**src/rtl/bitonic_sorter_macros.svh**
```systemverilog
// ----------------------------------------------------------------------------
// bitonic_sorter_macros.svh
// Assertion macros for the bitonic sorter, clocked on clk, reset by rst_n.
// ----------------------------------------------------------------------------
`ifndef BITONIC_SORTER_MACROS_SVH
`define BITONIC_SORTER_MACROS_SVH

`ifndef NO_ASSERTIONS

`define BS_ASSERT_IMP(name, ante, cons, msg) \
    name: assert property (@(posedge clk) disable iff (!rst_n) (ante) |-> (cons)) \
        else $error(msg);

`define BS_ASSERT_NXT(name, ante, cons, msg) \
    name: assert property (@(posedge clk) disable iff (!rst_n) (ante) |=> (cons)) \
        else $error(msg);

`else

`define BS_ASSERT_IMP(name, ante, cons, msg)

`define BS_ASSERT_NXT(name, ante, cons, msg)

`endif

`endif

```
**src/rtl/bs_pkg.sv**
```systemverilog
// ----------------------------------------------------------------------------
// bs_pkg
// Widths, state codes and the signed compare shared by the bitonic sorter.
// ----------------------------------------------------------------------------
`default_nettype none

package bs_pkg;

    localparam int MAX_WORDS = 64;
    localparam int ADDR_W    = $clog2(MAX_WORDS);
    localparam int CNT_W     = ADDR_W + 1;
    localparam int LOG_W     = $clog2(ADDR_W + 1);
    localparam int CFG_W     = 3;
    localparam int DATA_W    = 32;

    localparam logic [CFG_W-1:0] LOG_COUNT_RST = CFG_W'(6);

    typedef enum logic [2:0] {
        S_LOAD = 3'b001,
        S_SORT = 3'b010,
        S_EMIT = 3'b100
    } state_t;

    function automatic logic greater_signed(input logic signed [DATA_W-1:0] a,
                                            input logic signed [DATA_W-1:0] b);
        return a > b;
    endfunction

endpackage

`default_nettype wire

```
**src/rtl/bs_ram.sv**
```systemverilog
// ----------------------------------------------------------------------------
// bs_ram
// Generic single-write, single-read RAM with a registered read port.
// ----------------------------------------------------------------------------
`default_nettype none

module bs_ram #(
    parameter int WIDTH = 32,
    parameter int DEPTH = 64
) (
    input  wire logic                     clk,
    input  wire logic                     we,
    input  wire logic [$clog2(DEPTH)-1:0] waddr,
    input  wire logic [WIDTH-1:0]         wdata,
    input  wire logic [$clog2(DEPTH)-1:0] raddr,
    output logic      [WIDTH-1:0]         rdata
);

    logic [WIDTH-1:0] mem_reg [DEPTH];
    logic [WIDTH-1:0] rdata_reg;

    always_ff @(posedge clk)
    begin
        if (we)
        begin
            mem_reg[waddr] <= wdata;
        end
        rdata_reg <= mem_reg[raddr];
    end

    assign rdata = rdata_reg;

endmodule

`default_nettype wire

```
**src/rtl/bitonic_sorter.sv**
```systemverilog
// ----------------------------------------------------------------------------
// bitonic_sorter
// Block sorter: loads 2^log_count signed words, sorts them ascending with the
// bitonic network on one shared comparator, then streams them out in order.
// ----------------------------------------------------------------------------
// Usage:
//   log_count_we/log_count set the block size (sizes above 64 saturate);
//   a write drops any partly loaded block. Write only while idle.
//   Input: one word per request on value (in_valid/in_stall); in_stall is
//   low only while loading, so a block is taken at one word per cycle.
//   Output: value_res with last on the final word (out_valid/out_stall),
//   through one output register; out_stall holds it in place.
//   Per block of n = 2^L words, L > 0: n words are loaded, then sorted in
//     L(L+1)/2 stages of n/2 pairs, each stage followed by a drain of the
//     write-back, then emitted with one RAM read and one output load per
//     word.
//   The read, compare and write-back of each pair on the store set the
//   sort time.
//   A block of one word skips the sort.
//   Loading of the next block starts while the final word still waits.
//   Reset clears all control and sets log_count to 6; the store holds junk.
// ----------------------------------------------------------------------------
`default_nettype none

`include "bitonic_sorter_macros.svh"

module bitonic_sorter import bs_pkg::*; (
    input  wire logic                     clk,
    input  wire logic                     rst_n,
    input  wire logic                     log_count_we,
    input  wire logic [CFG_W-1:0]         log_count,
    input  wire logic                     in_valid,
    output logic                          in_stall,
    input  wire logic signed [DATA_W-1:0] value,
    output logic                          out_valid,
    input  wire logic                     out_stall,
    output logic signed [DATA_W-1:0]      value_res,
    output logic                          last
);

    state_t             state_reg, state_next;
    logic [CFG_W-1:0]   log_count_reg, log_count_next;
    logic [CNT_W-1:0]   load_cnt_reg, load_cnt_next;
    logic [LOG_W-1:0]   kl_reg, kl_next;
    logic [LOG_W-1:0]   jl_reg, jl_next;
    logic [ADDR_W-1:0]  q_reg, q_next;
    logic               hold_reg, hold_next;
    logic               done_reg, done_next;
    logic               s1_valid_reg, s1_valid_next;
    logic               s2_valid_reg, s2_valid_next;
    logic [ADDR_W-1:0]  emit_addr_reg, emit_addr_next;
    logic               rd_pend_reg, rd_pend_next;
    logic               out_valid_reg, out_valid_next;

    logic [ADDR_W-1:0]  s1_i_reg;
    logic [ADDR_W-1:0]  s1_p_reg;
    logic               s1_up_reg;
    logic [ADDR_W-1:0]  s2_addr_reg;
    logic [DATA_W-1:0]  s2_data_reg;
    logic               rd_last_reg;
    logic [DATA_W-1:0]  out_data_reg;
    logic               out_last_reg;

    logic [LOG_W-1:0]   blk_log;
    logic [CNT_W-1:0]   blk_last;
    logic               blk_full;
    logic [ADDR_W-1:0]  pair_last;
    logic               in_take;
    logic               out_take;
    logic [ADDR_W-1:0]  low_mask;
    logic [ADDR_W-1:0]  pair_i;
    logic [ADDR_W-1:0]  pair_p;
    logic [ADDR_W:0]    pair_ix;
    logic               pair_up;
    logic               sort_issue;
    logic               stage_end;
    logic               wb_busy;
    logic               emit_issue;
    logic               emit_end;
    logic               swap;
    logic [DATA_W-1:0]  rd_a;
    logic [DATA_W-1:0]  rd_b;
    logic               ram_we;
    logic [ADDR_W-1:0]  ram_waddr;
    logic [DATA_W-1:0]  ram_wdata;
    logic [ADDR_W-1:0]  ram_raddr_a;

    assign blk_log   = (log_count_reg > CFG_W'(ADDR_W)) ? LOG_W'(ADDR_W)
                                                        : LOG_W'(log_count_reg);
    assign blk_last  = (CNT_W'(1) << blk_log) - CNT_W'(1);
    assign blk_full  = (load_cnt_reg == blk_last);
    assign pair_last = ADDR_W'(blk_last >> 1);

    assign in_stall = (state_reg != S_LOAD);
    assign in_take  = in_valid && !in_stall;
    assign out_take = out_valid_reg && !out_stall;

    assign low_mask = (ADDR_W'(1) << jl_reg) - ADDR_W'(1);
    assign pair_i   = ((q_reg & ~low_mask) << 1) | (q_reg & low_mask);
    assign pair_p   = pair_i | (ADDR_W'(1) << jl_reg);
    assign pair_ix  = {1'b0, pair_i};
    assign pair_up  = ~pair_ix[kl_reg];

    assign sort_issue = (state_reg == S_SORT) && !done_reg && !s1_valid_reg
                        && !(hold_reg && s2_valid_reg);
    assign stage_end  = (q_reg == pair_last);
    assign wb_busy    = s1_valid_reg || s2_valid_reg;

    assign emit_issue = (state_reg == S_EMIT) && !rd_pend_reg
                        && (!out_valid_reg || out_take);
    assign emit_end   = (emit_addr_reg == blk_last[ADDR_W-1:0]);

    assign swap = (greater_signed(rd_a, rd_b) == s1_up_reg);

    always_comb
    begin
        ram_we    = 1'b0;
        ram_waddr = load_cnt_reg[ADDR_W-1:0];
        ram_wdata = value;
        if (in_take)
        begin
            ram_we = 1'b1;
        end
        else if (s1_valid_reg)
        begin
            ram_we    = 1'b1;
            ram_waddr = s1_i_reg;
            ram_wdata = swap ? rd_b : rd_a;
        end
        else if (s2_valid_reg)
        begin
            ram_we    = 1'b1;
            ram_waddr = s2_addr_reg;
            ram_wdata = s2_data_reg;
        end
    end

    assign ram_raddr_a = (state_reg == S_SORT) ? pair_i : emit_addr_reg;

    bs_ram #(
        .WIDTH (DATA_W),
        .DEPTH (MAX_WORDS)
    ) u_ram_a (
        .clk   (clk),
        .we    (ram_we),
        .waddr (ram_waddr),
        .wdata (ram_wdata),
        .raddr (ram_raddr_a),
        .rdata (rd_a)
    );

    bs_ram #(
        .WIDTH (DATA_W),
        .DEPTH (MAX_WORDS)
    ) u_ram_b (
        .clk   (clk),
        .we    (ram_we),
        .waddr (ram_waddr),
        .wdata (ram_wdata),
        .raddr (pair_p),
        .rdata (rd_b)
    );

    always_comb
    begin
        state_next     = state_reg;
        log_count_next = log_count_reg;
        load_cnt_next  = load_cnt_reg;
        kl_next        = kl_reg;
        jl_next        = jl_reg;
        q_next         = q_reg;
        hold_next      = hold_reg;
        done_next      = done_reg;
        s1_valid_next  = sort_issue;
        s2_valid_next  = s1_valid_reg;
        emit_addr_next = emit_addr_reg;
        rd_pend_next   = emit_issue;
        out_valid_next = out_valid_reg;

        if (log_count_we)
        begin
            log_count_next = log_count;
            load_cnt_next  = '0;
        end

        case (state_reg)
            S_LOAD:
            begin
                if (in_take)
                begin
                    if (blk_full)
                    begin
                        load_cnt_next = '0;
                        kl_next       = LOG_W'(1);
                        jl_next       = '0;
                        q_next        = '0;
                        hold_next     = 1'b0;
                        done_next     = 1'b0;
                        emit_addr_next = '0;
                        state_next    = (blk_log == '0) ? S_EMIT : S_SORT;
                    end
                    else
                    begin
                        load_cnt_next = load_cnt_reg + CNT_W'(1);
                    end
                end
            end
            S_SORT:
            begin
                if (sort_issue)
                begin
                    hold_next = stage_end;
                    if (stage_end)
                    begin
                        q_next = '0;
                        if (jl_reg == '0)
                        begin
                            if (kl_reg == blk_log)
                            begin
                                done_next = 1'b1;
                            end
                            else
                            begin
                                kl_next = kl_reg + LOG_W'(1);
                                jl_next = kl_reg;
                            end
                        end
                        else
                        begin
                            jl_next = jl_reg - LOG_W'(1);
                        end
                    end
                    else
                    begin
                        q_next = q_reg + ADDR_W'(1);
                    end
                end
                else if (done_reg && !wb_busy)
                begin
                    state_next = S_EMIT;
                end
            end
            S_EMIT:
            begin
                if (emit_issue)
                begin
                    emit_addr_next = emit_addr_reg + ADDR_W'(1);
                    if (emit_end)
                    begin
                        emit_addr_next = '0;
                        state_next     = S_LOAD;
                    end
                end
            end
            default:
            begin
                state_next = S_LOAD;
            end
        endcase

        if (rd_pend_reg)
        begin
            out_valid_next = 1'b1;
        end
        else if (out_take)
        begin
            out_valid_next = 1'b0;
        end
    end

    always_ff @(posedge clk or negedge rst_n)
    begin
        if (!rst_n)
        begin
            state_reg     <= S_LOAD;
            log_count_reg <= LOG_COUNT_RST;
            load_cnt_reg  <= '0;
            kl_reg        <= '0;
            jl_reg        <= '0;
            q_reg         <= '0;
            hold_reg      <= 1'b0;
            done_reg      <= 1'b0;
            s1_valid_reg  <= 1'b0;
            s2_valid_reg  <= 1'b0;
            emit_addr_reg <= '0;
            rd_pend_reg   <= 1'b0;
            out_valid_reg <= 1'b0;
        end
        else
        begin
            state_reg     <= state_next;
            log_count_reg <= log_count_next;
            load_cnt_reg  <= load_cnt_next;
            kl_reg        <= kl_next;
            jl_reg        <= jl_next;
            q_reg         <= q_next;
            hold_reg      <= hold_next;
            done_reg      <= done_next;
            s1_valid_reg  <= s1_valid_next;
            s2_valid_reg  <= s2_valid_next;
            emit_addr_reg <= emit_addr_next;
            rd_pend_reg   <= rd_pend_next;
            out_valid_reg <= out_valid_next;
        end
    end

    always_ff @(posedge clk)
    begin
        if (sort_issue)
        begin
            s1_i_reg  <= pair_i;
            s1_p_reg  <= pair_p;
            s1_up_reg <= pair_up;
        end
        if (s1_valid_reg)
        begin
            s2_addr_reg <= s1_p_reg;
            s2_data_reg <= swap ? rd_a : rd_b;
        end
        if (emit_issue)
        begin
            rd_last_reg <= emit_end;
        end
        if (rd_pend_reg)
        begin
            out_data_reg <= rd_a;
            out_last_reg <= rd_last_reg;
        end
    end

    assign out_valid = out_valid_reg;
    assign value_res = out_data_reg;
    assign last      = out_last_reg;

    `BS_ASSERT_IMP(a_rd_free, rd_pend_reg, !out_valid_reg, "read into a full output register")
    `BS_ASSERT_IMP(a_wr_excl, s2_valid_reg, !s1_valid_reg, "two write-backs in one cycle")
    `BS_ASSERT_IMP(a_emit_clean, state_reg == S_EMIT, !wb_busy, "write-back pending during emit")
    `BS_ASSERT_NXT(a_load_stall, in_take && blk_full && |blk_log, in_stall, "input taken in sort")

endmodule

`default_nettype wire

```
**config.mk**
```make
export PLATFORM = sky130hd
export DESIGN_NAME = bitonic_sorter
export DESIGN_NICKNAME = d
export VERILOG_FILES = /design/src/rtl/bs_pkg.sv /design/src/rtl/bs_ram.sv /design/src/rtl/bitonic_sorter.sv
export VERILOG_INCLUDE_DIRS = /design/src /design/src/rtl
export SDC_FILE = /design/constraint.sdc
export NUM_CORES = 2
export LEC_CHECK = 0
export BUFFER_PORTS_ARGS = -buffer_cell sky130_fd_sc_hd__clkbuf_2
export CAP_MARGIN = 30
export CORE_ASPECT_RATIO = 1.25
export CORE_UTILIZATION = 35
export CTS_BUF_LIST = sky130_fd_sc_hd__clkbuf_8
export CTS_CLUSTER_DIAMETER = 30
export DETAILED_ROUTE_END_ITERATION = 10
export HOLD_SLACK_MARGIN = 0.02
export SYNTH_ARGS = -nofsm -noshare
export SYNTH_HDL_FRONTEND = slang
export SYNTH_SLANG_ARGS = --single-unit
```
**constraint.sdc**
```tcl
create_clock -name clk -period 7.3 [get_ports clk]
set_clock_uncertainty 0.1 [all_clocks]
set_input_delay 1.095 -clock clk [delete_from_list [all_inputs] [get_ports clk]]
set_output_delay 1.095 -clock clk [all_outputs]
set_load 0.01 [all_outputs]
```
After elaboration in Yosys (flattened, before gate mapping)
Memories as Yosys holds them, arrays and structs flattened. A register that Yosys moved wholly into a read port is not among the register bits.
Index checks and enable logic that the tools add are counted.
{"block": "classes", "n_addsub": 7, "order_cmp": 3, "eq_ne": 21, "n_shift": 2, "muxes": 62, "bitwise_logic": 6, "reduce_logical": 30}
{"operator": "two-way mux 32 bit", "n": 5}
{"operator": "two-way mux 3 bit", "n": 20}
{"operator": "two-way mux 6 bit", "n": 10}
{"operator": "> comparator 32 bit", "n": 1}
{"operator": "two-way mux 7 bit", "n": 4}
{"operator": "case mux 6 bit (2 select lines)", "n": 2}
{"operator": "inequality test 2 bit (second input constant)", "n": 8}
{"operator": "two-way mux 1 bit", "n": 15}
{"operator": "AND reduction 7 bit", "n": 2}
{"operator": "adder 6 x 1 -> 6 bit (second input constant)", "n": 2}
{"operator": "== test 6 bit", "n": 2}
{"operator": "OR 6 bit", "n": 2}
{"operator": "case mux 3 bit (2 select lines)", "n": 2}
{"operator": "AND reduction 6 bit", "n": 2}
{"operator": "logical AND 1 bit", "n": 9}
{"operator": "case mux 3 bit (3 select lines)", "n": 1}
{"operator": "zero test 1 bit", "n": 8}
{"operator": "AND reduction 4 bit", "n": 2}
{"operator": "adder 7 x 1 -> 7 bit (second input constant)", "n": 1}
{"operator": "== test 7 bit", "n": 1}
{"operator": "left shift 1 x 3 -> 7 bit (first input constant)", "n": 1}
{"operator": "subtractor 7 x 2 -> 7 bit (second input constant)", "n": 1}
{"operator": "bitwise AND 6 bit", "n": 1}
{"operator": "zero test 3 bit", "n": 2}
{"operator": "21 further kinds", "n": 27}
{"block": "totals", "regBits": 122, "ram_bits": 4096, "out_inout_bits": 35, "wordCells": 154, "memories": 2}
{"memory": "u_ram_a.mem_reg", "depth": 64, "word_bits": 32, "read_ports": 1, "rd_clocked_by_memory_dff": 1, "write_ports": 1, "line_no": "bs_ram.sv:19", "rtl": "logic [WIDTH-1:0] mem_reg [DEPTH];"}
{"memory": "u_ram_b.mem_reg", "depth": 64, "word_bits": 32, "read_ports": 1, "rd_clocked_by_memory_dff": 1, "write_ports": 1, "line_no": "bs_ram.sv:19"}

Longest topological paths before layout
{"block": "logic_depth", "ltp_word": 8, "ltp_mapped": 18, "depth_no_buf": 14}

Cells and area by module
Synthesis repeated with hierarchy kept, for this count alone.
{"block": "unflattened", "hier_cells": 7513, "area_unflattened_um2": 165216.0}
{"mod": "bs_ram", "n_inst": 2, "cells_each": 3324, "area_each_um2": 78515.3}
{"mod": "bitonic_sorter", "n_inst": 1, "cells_each": 865, "area_each_um2": 8185.4}

Worst setup path before layout
OpenSTA, ideal clock, no wires.
{"block": "synth_timing", "path_kind": "register to register", "startpoint": "register u_ram_b.rdata_reg[15], in the netlist u_ram_b.rdata[15], read port of u_ram_b.mem_reg", "endpoint": "memory u_ram_a.mem_reg[56][10], data pin", "setup_ns": 0.701, "t_arrival_ns": 4.975, "setup_slack_ns": 1.524, "path_stages_with_launch": 12, "n_path_buf": 1, "cell_sequence": "dfxtp_1 > inv_1 > ha_1 > nand4_1 > or4_1 > a21oi_1 > o32ai_1 > a221oi_1 > xnor2_1 > buf_2 > mux2i_1 > o21ai_0"}
{"block": "synth_between", "elab_chain_cells": 5}
{"element": "start: declaration", "line_no": "bs_ram.sv:20", "rtl": "logic [WIDTH-1:0] rdata_reg;"}
{"element": "> comparator 32 bit", "line_no": "bs_pkg.sv:26", "rtl": "return a > b;"}
{"element": "== test 1 bit", "line_no": "bitonic_sorter.sv:113", "rtl": "assign swap = (greater_signed(rd_a, rd_b) == s1_up_reg);"}
{"element": "two-way mux 32 bit", "line_no": "bitonic_sorter.sv:128", "rtl": "ram_wdata = swap ? rd_b : rd_a;"}
{"element": "two-way mux 32 bit", "line_no": "bitonic_sorter.sv:124", "rtl": "else if (s1_valid_reg)"}
{"element": "two-way mux 32 bit", "line_no": "bitonic_sorter.sv:120", "rtl": "if (in_take)"}
{"element": "via ram_wdata[10]", "line_no": "bitonic_sorter.sv:85", "rtl": "logic [DATA_W-1:0] ram_wdata;"}
{"element": "end: declaration", "line_no": "bs_ram.sv:19"}
The timed path passes the listed nets, and every way through them passes these cells.

Worst setup path after layout
{"block": "layout_timing", "startpoint": "register jl_reg[0]", "endpoint": "register u_ram_b.rdata_reg[22], in the netlist u_ram_b.rdata[22], read port of u_ram_b.mem_reg"}
{"block": "layout_between", "elab_chain_cells": 6, "elab_cells_between_ends": 7, "classes_between": "add/sub (1); shift (1); bitwise (5)"}
{"element": "start: declaration", "line_no": "bitonic_sorter.sv:45", "rtl": "logic [LOG_W-1:0] jl_reg, jl_next;"}
{"element": "start signal: assignment", "line_no": "bitonic_sorter.sv:295", "rtl": "jl_reg <= jl_next;"}
{"element": "left shift 1 x 3 -> 6 bit *", "line_no": "bitonic_sorter.sv:98", "rtl": "assign low_mask = (ADDR_W'(1) << jl_reg) - ADDR_W'(1);"}
{"element": "subtractor 6 x 2 -> 6 bit *", "line_no": "bitonic_sorter.sv:98"}
{"element": "NOT 5 bit", "line_no": "bitonic_sorter.sv:99", "rtl": "assign pair_i = ((q_reg & ~low_mask) << 1) | (q_reg & low_mask);"}
{"element": "bitwise AND 5 bit", "line_no": "bitonic_sorter.sv:99"}
{"element": "OR 6 bit *", "line_no": "bitonic_sorter.sv:99"}
{"element": "via pair_i[2]", "line_no": "bitonic_sorter.sv:71", "rtl": "logic [ADDR_W-1:0] pair_i;"}
{"element": "OR 6 bit *", "line_no": "bitonic_sorter.sv:100", "rtl": "assign pair_p = pair_i | (ADDR_W'(1) << jl_reg);"}
The timed path passes the listed nets; every way through them passes the cells marked *.
A chain may end at the register's enable or synchronous reset.

==> results.json <==
{
  "die-area_mm2": 0.307,
  "power_density_mw_per_mm2": 237,
  "synth_edf_count": 2133,
  "vdd_drop_max_uv": 142,
  "synth_adder_area_share_pct": 0.493,
  "yosys.area_share.simple_pct": 15.1,
  "portBuffers": 74,
  "cts_sinks": 2234,
  "drt_iter0_drc": 10100,
  "via_per_inst": 6.02,
  "drive_gt1_share_pct": 18.0,
  "relSlewSlack_pct": 25.0,
  "path_cells": "inv_1 > ha_1 > nor2b_1 > clkinv_1 > ha_1 > xnor2_1 > a22oi_1 > inv_2 > a21oi_4 > inv_4 > buf_12 > a31oi_1 > a22oi_1 > o221ai_1",
  "cp.required_ns": 8.14,
  "synth_area_leaders": "edfxtp_1 60%, mux4_2 11%, nand2_1 7.7%",
  "placementRows": 226,
  "synth_top_family_by_area": "multiplexers",
  "yosys_warnings": 0,
  "finalSetupViolations": 0,
  "cp-start-kind": "register",
  "min_path_type": "in2reg",
  "core_mm2": 0.303,
  "synthArstFlopShare_pct": 1.66,
  "slew_violations": 0,
  "start_util_pct": 35.2,
  "avgSynthCellArea_um2": 12.8,
  "syn-cell-area_mm2": 0.107,
  "yosysTopAreaCell": "edfxtp_1",
  "grt_pass1_vias": 75700,
  "die_width_um": 496,
  "cellLeakagePower_nw": 41.8,
  "overflow": 0,
  "worst_pin_slew_ns": 1.12,
  "final_util_pct": 40.1,
  "yosysUniqueCellTypes": 76,
  "worst_skew_pair.late_latency_ns": 1.03,
  "nFillCells": 28200,
  "crit_path_top_delay_cell": "a31oi_1",
  "dr.pass1.iters": 7,
  "setup_tns_ns": 0,
  "wl_per_cell_um": 29.0,
  "htree_levels": 5,
  "path_max_fanout": 40,
  "routed_wl_mm": 370,
  "ys_ff_latch": 2234,
  "synth-main-ff-cell": "edfxtp_1",
  "finalCriticalPeriod_ns": 5.77,
  "clockRootBuffer": "clkbuf_8",
  "clk_pin_slew_worst_paths_ns": 0.06,
  "grt_antenna_before_repair": 13,
  "synth_compound_area_share_pct": 3.76,
  "synth_xor_xnor_area_share_pct": 0.0821,
  "multi_input_area_mm2": 0.0384,
  "hold_violations": 0,
  "largest_reg_flops": 2016,
  "syn_to_final_growth_pct": 13.8,
  "r2r_slack_ns": 1.53,
  "status": "finished, final reports clean",
  "syn_inst": 8347,
  "clockBufferDepth": 4,
  "end_kind": "register",
  "track_usage_pct": 23.5,
  "cts_tree": "done",
  "fmax_ghz": 0.173,
  "nets": 8555,
  "fin_crit_sh_pct": 79.1,
  "cts_buffers": 379,
  "seq_area_frac_synth_pct": 62.1,
  "place_hpwl_mm": 215,
  "crit_type": "reg2reg",
  "ant_nets": 0,
  "drc": 0,
  "cp.arrival_ns": 6.61,
  "drv_cap": 0,
  "max_stage_delay_ns": 0.73,
  "rsz0062_at_grt": "no",
  "place_congestion": 0.891,
  "synth_fp_nets": 8429,
  "ios": 75,
  "grt_pass1_wl_mm": 526,
  "synth_top_area_share_pct": 60.0,
  "grt_max_degree": 110,
  "yosys-mux-area-fraction_pct": 15.6,
  "chipHeight_um": 619,
  "register_area_mm2": 0.0663,
  "vias": 77000
}
[power breakdown]
group	switching, mW	total [mW]	internal, mW	leakage (nW)
sequential	0.264	14.8	14.5	20.1
clock	5.49	11.9	6.41	4.24
combinational	1.46	2.07	0.610	17.5
[cell usage after synthesis (all sizes together) (8+ instances only)]
master  count
a211oi     10
a21oi     107
a22oi      37
a31oi      72
a32oi     124
and2        8
and3       80
buf       250
clkbuf    381
dfrtp      34
dfxtp      64
edfxtp   2133
ha         42
inv        59
mux2i     506
mux4      513
nand2    2191
nand2b     46
nand3    1257
nor2      106
nor2b      12
nor3        8
o21ai     170
o221ai     32
xnor2       8
[final timing paths]
path,from,to,depth (start not counted)
worst max-delay path,jl_reg[0],u_ram_b.rdata[22],14
worst min-delay path,log_count[1],log_count_reg[1],2
worst max register to register,jl_reg[0],u_ram_b.rdata[22],14
worst min register to register,rd_last_reg,last,0
max in group asynchronous,rst_n,s1_valid_reg,3
min in group asynchronous,rst_n,log_count_reg[0],2
[what timing repair did]
| action | CTS | global route |
|---|---|---|
| endpoints found under the hold margin | 0 | 24 |
| resized for setup | 0 | 0 |
| setup endpoints to repair | 0 | 0 |
| setup buffers | 0 | 0 |
| hold buffers | 0 | 1 |
[cell usage in the layout (no fill, tap or decap), types with 6 or more instances in the layout]
cell type	count
nor2_4	69
nand3_1	1256
nand4_1	7
bufinv_16	35
clkinvlp_4	32
nor4_1	6
nor2b_1	12
nor3_1	8
inv_6	16
and3_1	80
mux2i_1	505
ha_1	42
a32oi_1	124
o31ai_1	7
a22oi_1	37
clkinv_1	63
a211oi_1	10
a21oi_1	103
edfxtp_1	2133
clkinv_4	14
diode_2	12
nand2b_1	46
a2111oi_0	6
nor2_1	37
inv_1	135
clkbuf_2	74
o221ai_1	32
nand2_1	2187
clkbuf_8	402
buf_4	220
clkbuf_4	6
clkinv_2	49
o21ai_4	31
dfrtp_1	32
a31oi_1	72
mux4_2	513
dfxtp_1	64
xnor2_1	7
o21ai_0	137
buf_12	71
[worst max-delay path: cells and delay by family (launching register included)]
kind	cells	cell delay (ns)
adder cells (fa/ha/maj)	2	0.70
XOR/XNOR	1	0.19
flip-flops	1	0.43
AND/OR/NAND/NOR	1	0.46
AO/OA/AOI/OAI	5	2.28
buffers and inverters	5	1.49
[layout make-up]
type,instances,share of cell area [%]
repair buffers,376,2.95
inverters,60,0.194
multi-input cells,5422,31.6
clock buffers,402,4.56
flip-flops and latches,2234,54.6
clock inverters,289,1.94
well taps,3990,4.11
diodes,12,0.0247
[layer usage]
layer	GRT usage, %	wire length (µm)	vias to the layer above
met2	39.1	178000	5196
met3	4.67	38200	1073
met1	28.8	134000	39000
li1	-	-	31800
met4	12.0	20000	4
met5	0	27	-
[stage by stage]
step           instances  hold slack [ns]  cell area, µm²  total power [mW]  worst slack (ns)
2_1_floorplan       8347            0.300          107000              16.1              1.52
3_3_place_gp       12100            0.304          113000              17.0              1.71
3_5_place_dp       12100            0.308          113000              17.1              1.64
4_1_cts            12800            0.111          121000              28.8              1.65
5_1_grt            12800            0.207          121000              29.5              1.37
6_report           12800            0.220          121000              28.8              1.53
[cell families (layout without fill, tap and decap cells)]
logic type	after synthesis	count (layout)
compound gates	604	604
xor+xnor	10	10
fa+ha+maj	42	42
buf+inv	691	1127
flops	2234	2234
mux	1024	1024
other cells	0	12
simple gates	3742	3742
(Power assumes the default switching activity.)
